File: src/hw/rtl/xxtea_block_cipher_64_core_assert.svh
// Assertion macros used by the XXTEA core controller.
`ifndef XXTEA_BLOCK_CIPHER_64_CORE_ASSERT_SVH
`define XXTEA_BLOCK_CIPHER_64_CORE_ASSERT_SVH

// Same-cycle implication, sampled on clk, off while in reset.
`define XX_ASSERT_IMP(lbl, ante, cons) \
  lbl: assert property (@(posedge clk) disable iff (!rst_n) (ante) |-> (cons)) \
    else $error("xxtea: same-cycle check failed");

// Next-cycle implication, sampled on clk, off while in reset.
`define XX_ASSERT_NXT(lbl, ante, cons) \
  lbl: assert property (@(posedge clk) disable iff (!rst_n) (ante) |=> (cons)) \
    else $error("xxtea: next-cycle check failed");

`endif

File: src/hw/rtl/xxtea_pkg.sv
// Types and constants for the XXTEA 64-bit block core.
package xxtea_pkg;

  localparam int unsigned WORD_W     = 32;
  localparam int unsigned NUM_KEYS   = 4;
  localparam int unsigned KEY_IDX_W  = 2;
  localparam int unsigned CFG_IDX_W  = 3;
  localparam int unsigned STEP_COUNT = 64;   // 32 rounds x 2 word updates
  localparam int unsigned CNT_W      = 6;

  localparam logic [WORD_W-1:0] DELTA         = 32'h9E37_79B9;
  localparam logic [WORD_W-1:0] SUM_DEC_START = 32'hC6EF_3720;  // 32*DELTA mod 2^32

  localparam logic [WORD_W-1:0] KEY0_RESET = 32'h0000_FDA5;
  localparam logic [WORD_W-1:0] KEY1_RESET = 32'h0000_D54E;
  localparam logic [WORD_W-1:0] KEY2_RESET = 32'h0000_FC00;
  localparam logic [WORD_W-1:0] KEY3_RESET = 32'h0000_B55A;

  // Operation codes on in_cmd
  localparam logic CMD_ENCRYPT = 1'b0;
  localparam logic CMD_DECRYPT = 1'b1;

  // Configuration register indexes
  localparam logic [CFG_IDX_W-1:0] CFG_KEY0 = 3'd0;
  localparam logic [CFG_IDX_W-1:0] CFG_KEY1 = 3'd1;
  localparam logic [CFG_IDX_W-1:0] CFG_KEY2 = 3'd2;
  localparam logic [CFG_IDX_W-1:0] CFG_KEY3 = 3'd3;

  typedef enum logic [2:0] {
    ST_IDLE = 3'b001,
    ST_RUN  = 3'b010,
    ST_DONE = 3'b100
  } ctl_state_t;

  // Controller to datapath commands
  typedef struct packed {
    logic load;   // capture a new block and command
    logic step;   // perform one word update
    logic half;   // second word update of the round
  } dp_cmd_t;

endpackage

File: src/hw/rtl/xxtea_ctrl.sv
// Sequencer for the XXTEA core: accepts a block, runs 64 word updates, strobes the result.
`include "xxtea_block_cipher_64_core_assert.svh"

module xxtea_ctrl (
  input  logic               clk,
  input  logic               rst_n,
  input  logic               start,
  output logic               busy,
  output logic               out_valid,
  output xxtea_pkg::dp_cmd_t dp_cmd
);

  xxtea_pkg::ctl_state_t             state_r, state_nxt;
  logic [xxtea_pkg::CNT_W-1:0]       cnt_r, cnt_nxt;
  logic                              last_step;

  assign last_step = (cnt_r == xxtea_pkg::CNT_W'(xxtea_pkg::STEP_COUNT - 1));
  assign busy      = (state_r == xxtea_pkg::ST_RUN);
  assign out_valid = (state_r == xxtea_pkg::ST_DONE);

  always_comb begin
    state_nxt   = state_r;
    cnt_nxt     = cnt_r;
    dp_cmd.load = 1'b0;
    dp_cmd.step = 1'b0;
    dp_cmd.half = cnt_r[0];
    unique case (state_r)
      xxtea_pkg::ST_IDLE, xxtea_pkg::ST_DONE: begin
        // a new block may be taken in the cycle the previous result is shown
        if (start) begin
          dp_cmd.load = 1'b1;
          cnt_nxt     = '0;
          state_nxt   = xxtea_pkg::ST_RUN;
        end else begin
          state_nxt   = xxtea_pkg::ST_IDLE;
        end
      end
      xxtea_pkg::ST_RUN: begin
        dp_cmd.step = 1'b1;
        cnt_nxt     = cnt_r + 1'b1;
        if (last_step) begin
          state_nxt = xxtea_pkg::ST_DONE;
        end
      end
      default: begin
        state_nxt = xxtea_pkg::ST_IDLE;
      end
    endcase
  end

  always_ff @(posedge clk) begin
    if (!rst_n) begin
      state_r <= xxtea_pkg::ST_IDLE;
      cnt_r   <= '0;
    end else begin
      state_r <= state_nxt;
      cnt_r   <= cnt_nxt;
    end
  end

  `XX_ASSERT_NXT(a_last_step_strobes, busy && last_step, out_valid)
  `XX_ASSERT_NXT(a_accept_runs, start && !busy, busy && (cnt_r == '0))
  `XX_ASSERT_IMP(a_strobe_not_busy, out_valid, !busy)
  `XX_ASSERT_NXT(a_strobe_one_cycle, out_valid, !out_valid)
  `XX_ASSERT_IMP(a_no_load_while_busy, busy, !dp_cmd.load)

endmodule

File: src/hw/rtl/xxtea_dp.sv
// XXTEA datapath: key registers, block words, round sum and one shared mix unit.
module xxtea_dp (
  input  logic                               clk,
  input  logic                               rst_n,
  input  xxtea_pkg::dp_cmd_t                 dp_cmd,
  input  logic                               in_cmd,
  input  logic [xxtea_pkg::WORD_W-1:0]       in_word_first,
  input  logic [xxtea_pkg::WORD_W-1:0]       in_word_second,
  input  logic                               cfg_we,
  input  logic [xxtea_pkg::CFG_IDX_W-1:0]    cfg_index,
  input  logic [xxtea_pkg::WORD_W-1:0]       cfg_wdata,
  output logic [xxtea_pkg::WORD_W-1:0]       out_first,
  output logic [xxtea_pkg::WORD_W-1:0]       out_second
);

  logic [xxtea_pkg::WORD_W-1:0] key_r [xxtea_pkg::NUM_KEYS];
  logic [xxtea_pkg::WORD_W-1:0] v0_r, v0_nxt;
  logic [xxtea_pkg::WORD_W-1:0] v1_r, v1_nxt;
  logic [xxtea_pkg::WORD_W-1:0] sum_r, sum_nxt;
  logic                         dec_r, dec_nxt;

  logic                           sel_p;     // 1: update v1 from v0, 0: update v0 from v1
  logic [xxtea_pkg::WORD_W-1:0]   src, dst, mix_a, mix_b, mix_c, mix_d, mix_v, dst_new;
  logic [xxtea_pkg::KEY_IDX_W-1:0] key_idx;

  // Key registers
  always_ff @(posedge clk) begin
    if (!rst_n) begin
      key_r[0] <= xxtea_pkg::KEY0_RESET;
      key_r[1] <= xxtea_pkg::KEY1_RESET;
      key_r[2] <= xxtea_pkg::KEY2_RESET;
      key_r[3] <= xxtea_pkg::KEY3_RESET;
    end else if (cfg_we) begin
      unique case (cfg_index)
        xxtea_pkg::CFG_KEY0: key_r[0] <= cfg_wdata;
        xxtea_pkg::CFG_KEY1: key_r[1] <= cfg_wdata;
        xxtea_pkg::CFG_KEY2: key_r[2] <= cfg_wdata;
        xxtea_pkg::CFG_KEY3: key_r[3] <= cfg_wdata;
        default: ;
      endcase
    end
  end

  // Mix unit, y == z for a two-word block
  assign sel_p   = dp_cmd.half ^ dec_r;
  assign src     = sel_p ? v0_r : v1_r;
  assign dst     = sel_p ? v1_r : v0_r;
  assign key_idx = {1'b0, sel_p} ^ sum_r[3:2];
  assign mix_a   = (src >> 5) ^ (src << 2);
  assign mix_b   = (src >> 3) ^ (src << 4);
  assign mix_c   = sum_r ^ src;
  assign mix_d   = key_r[key_idx] ^ src;
  assign mix_v   = (mix_a + mix_b) ^ (mix_c + mix_d);
  assign dst_new = dec_r ? (dst - mix_v) : (dst + mix_v);

  always_comb begin
    v0_nxt  = v0_r;
    v1_nxt  = v1_r;
    sum_nxt = sum_r;
    dec_nxt = dec_r;
    if (dp_cmd.load) begin
      v0_nxt  = in_word_first;
      v1_nxt  = in_word_second;
      dec_nxt = in_cmd;
      sum_nxt = (in_cmd == xxtea_pkg::CMD_DECRYPT) ? xxtea_pkg::SUM_DEC_START
                                                   : xxtea_pkg::DELTA;
    end else if (dp_cmd.step) begin
      if (sel_p) begin
        v1_nxt = dst_new;
      end else begin
        v0_nxt = dst_new;
      end
      // sum moves once per round, after its second update
      if (dp_cmd.half) begin
        sum_nxt = dec_r ? (sum_r - xxtea_pkg::DELTA) : (sum_r + xxtea_pkg::DELTA);
      end
    end
  end

  always_ff @(posedge clk) begin
    v0_r  <= v0_nxt;
    v1_r  <= v1_nxt;
    sum_r <= sum_nxt;
    dec_r <= dec_nxt;
  end

  assign out_first  = v0_r;
  assign out_second = v1_r;

endmodule

File: src/hw/rtl/xxtea_block_cipher_64_core.sv
// Top level of the XXTEA 64-bit block core: controller plus datapath.
// A block is accepted at a clock edge where start is high and busy is low. The core then
// runs its word updates, one per cycle through a single shared mix unit (32 rounds of
// two updates), and shows the result on out_first/out_second for exactly one cycle with
// out_valid high; the receiver cannot stall, so the result must be taken in that cycle.
// A new block may be started in the same cycle the result is shown; none is accepted
// while busy. The user must write the key through cfg_we/cfg_index/cfg_wdata only while
// idle, as the core itself does not enforce it; indexes above 3 are ignored.
module xxtea_block_cipher_64_core (
  input  logic                            clk,
  input  logic                            rst_n,
  input  logic                            start,
  output logic                            busy,
  input  logic                            in_cmd,
  input  logic [xxtea_pkg::WORD_W-1:0]    in_word_first,
  input  logic [xxtea_pkg::WORD_W-1:0]    in_word_second,
  output logic                            out_valid,
  output logic [xxtea_pkg::WORD_W-1:0]    out_first,
  output logic [xxtea_pkg::WORD_W-1:0]    out_second,
  input  logic                            cfg_we,
  input  logic [xxtea_pkg::CFG_IDX_W-1:0] cfg_index,
  input  logic [xxtea_pkg::WORD_W-1:0]    cfg_wdata
);

  xxtea_pkg::dp_cmd_t dp_cmd;

  xxtea_ctrl u_ctrl (
    .clk       (clk),
    .rst_n     (rst_n),
    .start     (start),
    .busy      (busy),
    .out_valid (out_valid),
    .dp_cmd    (dp_cmd)
  );

  xxtea_dp u_dp (
    .clk            (clk),
    .rst_n          (rst_n),
    .dp_cmd         (dp_cmd),
    .in_cmd         (in_cmd),
    .in_word_first  (in_word_first),
    .in_word_second (in_word_second),
    .cfg_we         (cfg_we),
    .cfg_index      (cfg_index),
    .cfg_wdata      (cfg_wdata),
    .out_first      (out_first),
    .out_second     (out_second)
  );

endmodule
File: config.mk
export PLATFORM = sky130hd
export DESIGN_NAME = xxtea_block_cipher_64_core
export DESIGN_NICKNAME = d
export VERILOG_FILES = /design/src/hw/rtl/xxtea_pkg.sv /design/src/hw/rtl/xxtea_ctrl.sv /design/src/hw/rtl/xxtea_dp.sv /design/src/hw/rtl/xxtea_block_cipher_64_core.sv
export VERILOG_INCLUDE_DIRS = /design/src /design/src/hw/rtl
export SDC_FILE = /design/constraint.sdc
export NUM_CORES = 1
export LEC_CHECK = 0
export BUFFER_PORTS_ARGS = -buffer_cell sky130_fd_sc_hd__buf_2
export CELL_PAD_IN_SITES_DETAIL_PLACEMENT = 1
export CELL_PAD_IN_SITES_GLOBAL_PLACEMENT = 1
export CORE_MARGIN = 1.5
export CORE_UTILIZATION = 48
export CTS_CLUSTER_DIAMETER = 60
export DETAILED_ROUTE_END_ITERATION = 16
export GPL_ROUTABILITY_DRIVEN = 0
export PLACE_DENSITY = 0.83
export SLEW_MARGIN = 30
export SYNTH_ARGS = -nofsm -noshare
export SYNTH_HDL_FRONTEND = slang
export SYNTH_SLANG_ARGS = --single-unit
export TNS_END_PERCENT = 30
File: constraint.sdc
create_clock -name clk -period 8.1 [get_ports clk]
set_input_delay 1.215 -clock clk [delete_from_list [all_inputs] [get_ports clk]]
set_output_delay 1.215 -clock clk [all_outputs]
set_load 0.05 [all_outputs]
==> summary.txt <==
Floorplanning
  • DIE AREA: just over 0.04 mm^2
  • Initial Utilization: 48.5%
  • Die X-Extent: approximately 200 um
  • Die span in y: 203 um
  • # rows: between 70 and 80
  • # IOs: 170
  • Core Box Area: 0.0395 mm^2

Hold path
  • Hold Crit Depth: 1
  • Worst hold path type: flop to flop

Place
  • Port Buffers: approximately 170
  • Worst slack, placed: 107 ps
  • DP HPWL: 48,900 um
  • Area post-placement: 0.0208 mm^2

CTS
  • Clock sink count: 234
  • Worst-Skew Late Latency: 610 ps
  • Root Buffer: clkbuf_16
  • Clk pin slew, worst setup/hold paths: roughly 60 ps
  • Total CTS buffers: 28
  • CTS tree: built
  • H-tree depth: 1
  • CTS Buffer Depth: 3

Routing
  • Wire length per cell: 24.2 um
  • Remaining antenna violation count: 0
  • Avg Vias per Cell: just over 6
  • Routed WL: 64,900 um
  • DR vias: between 15,000 and 20,000
  • Drt drc: 0
  • DR pass1 iterations: 5
  • DRT iter0 DRCs: 1,172

Logic synthesis
  • Synth top area share: 35.2%
  • Yosys cell types: 85
  • Synth top area cells: edfxtp_1 (35%), ha_1 (8.4%), xnor2_1 (7.9%), nand2_1 (4.2%), xor2_1 (3.8%)
  • Post-synth EDFFs: 225
  • Post-synth top flop: edfxtp_1
  • Mapped Cells: approximately 2,000
  • YS warnings: 0
  • Area leader, netlist: edfxtp_1
  • Ys async rst share: 0%
  • Synth Cell Area: 0.0192 mm^2
  • Syn_area_per_cell: a little under 10 um^2
  • Sequential fraction of the synthesis area: around 36%
  • FF+latch count, synth: 234
  • Syn_nets: 2,198

STA
  • F_max: ~0.13 GHz
  • Tcrit/Tclk final: ~95%
  • Hold Fails Final Rpt: 0
  • Worst Setup Slack, final: roughly 440 ps
  • Slew HR: 41.8%
  • Crit path time final: 7660 ps
  • Worst-margin pin slew: 872 ps
  • Clock Skew: approximately 56 ps
  • Max Slew Vio Count: 0
  • Final setup fails: 0

Critical path
  • CP max-delay cell: mux4_2
  • WP buf/inv: 4
  • Required time of the critical path: around 8400 ps
  • Critical Path Sink Type: flop
  • Critical Path AT: 7980 ps
  • Crit path top cell by count: xnor2_1
  • Largest delay contributor family on the critical path: simple AND/OR/NAND/NOR gates
  • Crit path depth: 29
  • Crit-path max FO: 9
  • CP max stage delay: around 620 ps
  • Path type of the worst setup path: flop to flop
  • Crit path launch type: flop
  • Reg2Reg Depth: 29

Layout
  • Nets: between 2,000 and 2,500
  • Most common cell after layout, fill and taps aside: edfxtp_1
  • Area growth from synthesis to layout: 13.6%
  • Utilization after layout: 55.1%
  • Final Cell Area: 0.0218 mm^2
  • Commonest non-fill, non-tap cells in the layout: edfxtp_1 (225), nand2_1 (217), xnor2_1 (171), buf_2 (169), ha_1 (128)
  • Share of layout cells above drive strength 1: between 10% and 20%
  • Fill count: 4,453

GRT
  • First-pass GRT wire length: 99,000 um
  • Pin count of the biggest net entering global routing: 67
  • Total GRT Usage: 30.9%
  • Vias in the first global route: between 15,000 and 20,000
  • Initial antenna violation count: 1
  • Total grt overflow: 0

Flow run
  • Max-Cap Viols: 0

Outcome
  • Status: finished, final reports clean
-- path summary, 6_finish.rpt --
check,from,endpoint,slack (ps)
worst max-delay path,u_dp.dec_r,u_dp.out_first[31],440
worst max register to register,u_dp.dec_r,u_dp.out_first[31],440
worst min register to register,u_ctrl.cnt_r[5],u_ctrl.state_r[1],500
worst min-delay path,u_ctrl.cnt_r[5],u_ctrl.state_r[1],500
-- timing repair --
item,4_1_cts,5_1_grt
hold buffers,0,0
setup endpoints to repair,0,19
resized for setup,0,15
buffers inserted,0,7
-- sequential cells by signal, indices dropped and copies added, names as in the netlist --
| name | flops |
|---|---|
| u_ctrl.cnt_r | 6 |
| u_ctrl.state_r | 3 |
| u_dp.dec_r | 1 |
| u_dp.key_r | 128 |
| u_dp.out_first | 32 |
| u_dp.out_second | 32 |
| u_dp.sum_r | 32 |
-- final cells by class --
type	count	area, um^2	share of cell area, %
antenna	1	2.50	0.0115
clock buffer	33	719	3.30
clock inverter	19	124	0.569
inverter	53	199	0.913
multi-input combinational	1603	11900	54.6
sequential	234	6940	31.8
tap	525	657	3.02
timing repair buffer	213	1240	5.70
-- worst register-to-register path, delay by kind of cell (launching register included) --
| family | cells | cell delay, ps |
|---|---|---|
| XOR/XNOR | 6 | 1130 |
| multiplexers | 1 | 620 |
| AO/OA/AOI/OAI | 10 | 1990 |
| AND/OR/NAND/NOR | 6 | 2030 |
| buffers and inverters | 4 | 530 |
| adder cells (fa/ha/maj) | 2 | 620 |
| flip-flops | 1 | 480 |
-- metrics by stage --
step | setup TNS (ps) | hold WS, ps | std cells
2_1_floorplan | 0 | 447 | 1962
3_3_place_gp | 0 | 466 | 2620
3_5_place_dp | 0 | 489 | 2621
4_1_cts | 0 | 495 | 2673
5_1_grt | -85.6 | 515 | 2680
6_report | 0 | 498 | 2681
-- per-layer routing --
metal	track usage, %	up-vias	routed length, um
met5	0	-	0
met1	38.7	8286	27100
met3	4.06	142	3050
li1	-	7554	-
met2	54.1	476	32100
met4	11.7	0	2670
-- synth_stat cells, types with 12 or more instances --
library cell  instances
nand3_1              44
ha_1                128
mux2i_1              35
a211oi_1             15
nor3_1               34
o21ai_0             108
or3_1                45
clkbuf_1             64
o31ai_1              12
a21o_1               48
nand2_1             217
nand4_1              20
o21ai_1              13
mux4_2               32
mux2_2               35
o21bai_1             13
xnor2_1             173
xor2_1               84
inv_1                50
nand2b_1             14
nor2b_1              18
a31oi_1              16
o21a_1               34
and3_1               17
o211ai_1             17
nor2_1               96
a21oi_1             117
and2_1              101
edfxtp_1            225
-- logic make-up (layout without fill, tap and decap cells) --
family / Yosys count / in the layout / synth area share, %
and+or+nand+nor: 650 / 650 / 17.2
AOI/OAI and AO/OA: 457 / 457 / 15.4
xor gates and xnor gates: 262 / 262 / 12.3
DFF: 234 / 234 / 36.2
adders and majority gates: 132 / 132 / 8.77
buffers and inverters: 125 / 318 / 2.45
muxes: 102 / 102 / 7.64
other: 0 / 1 / 0
Power is left out: the tool's default activity adds up to more than one toggle a clock period on the data nets, which glitch-free logic cannot reach.
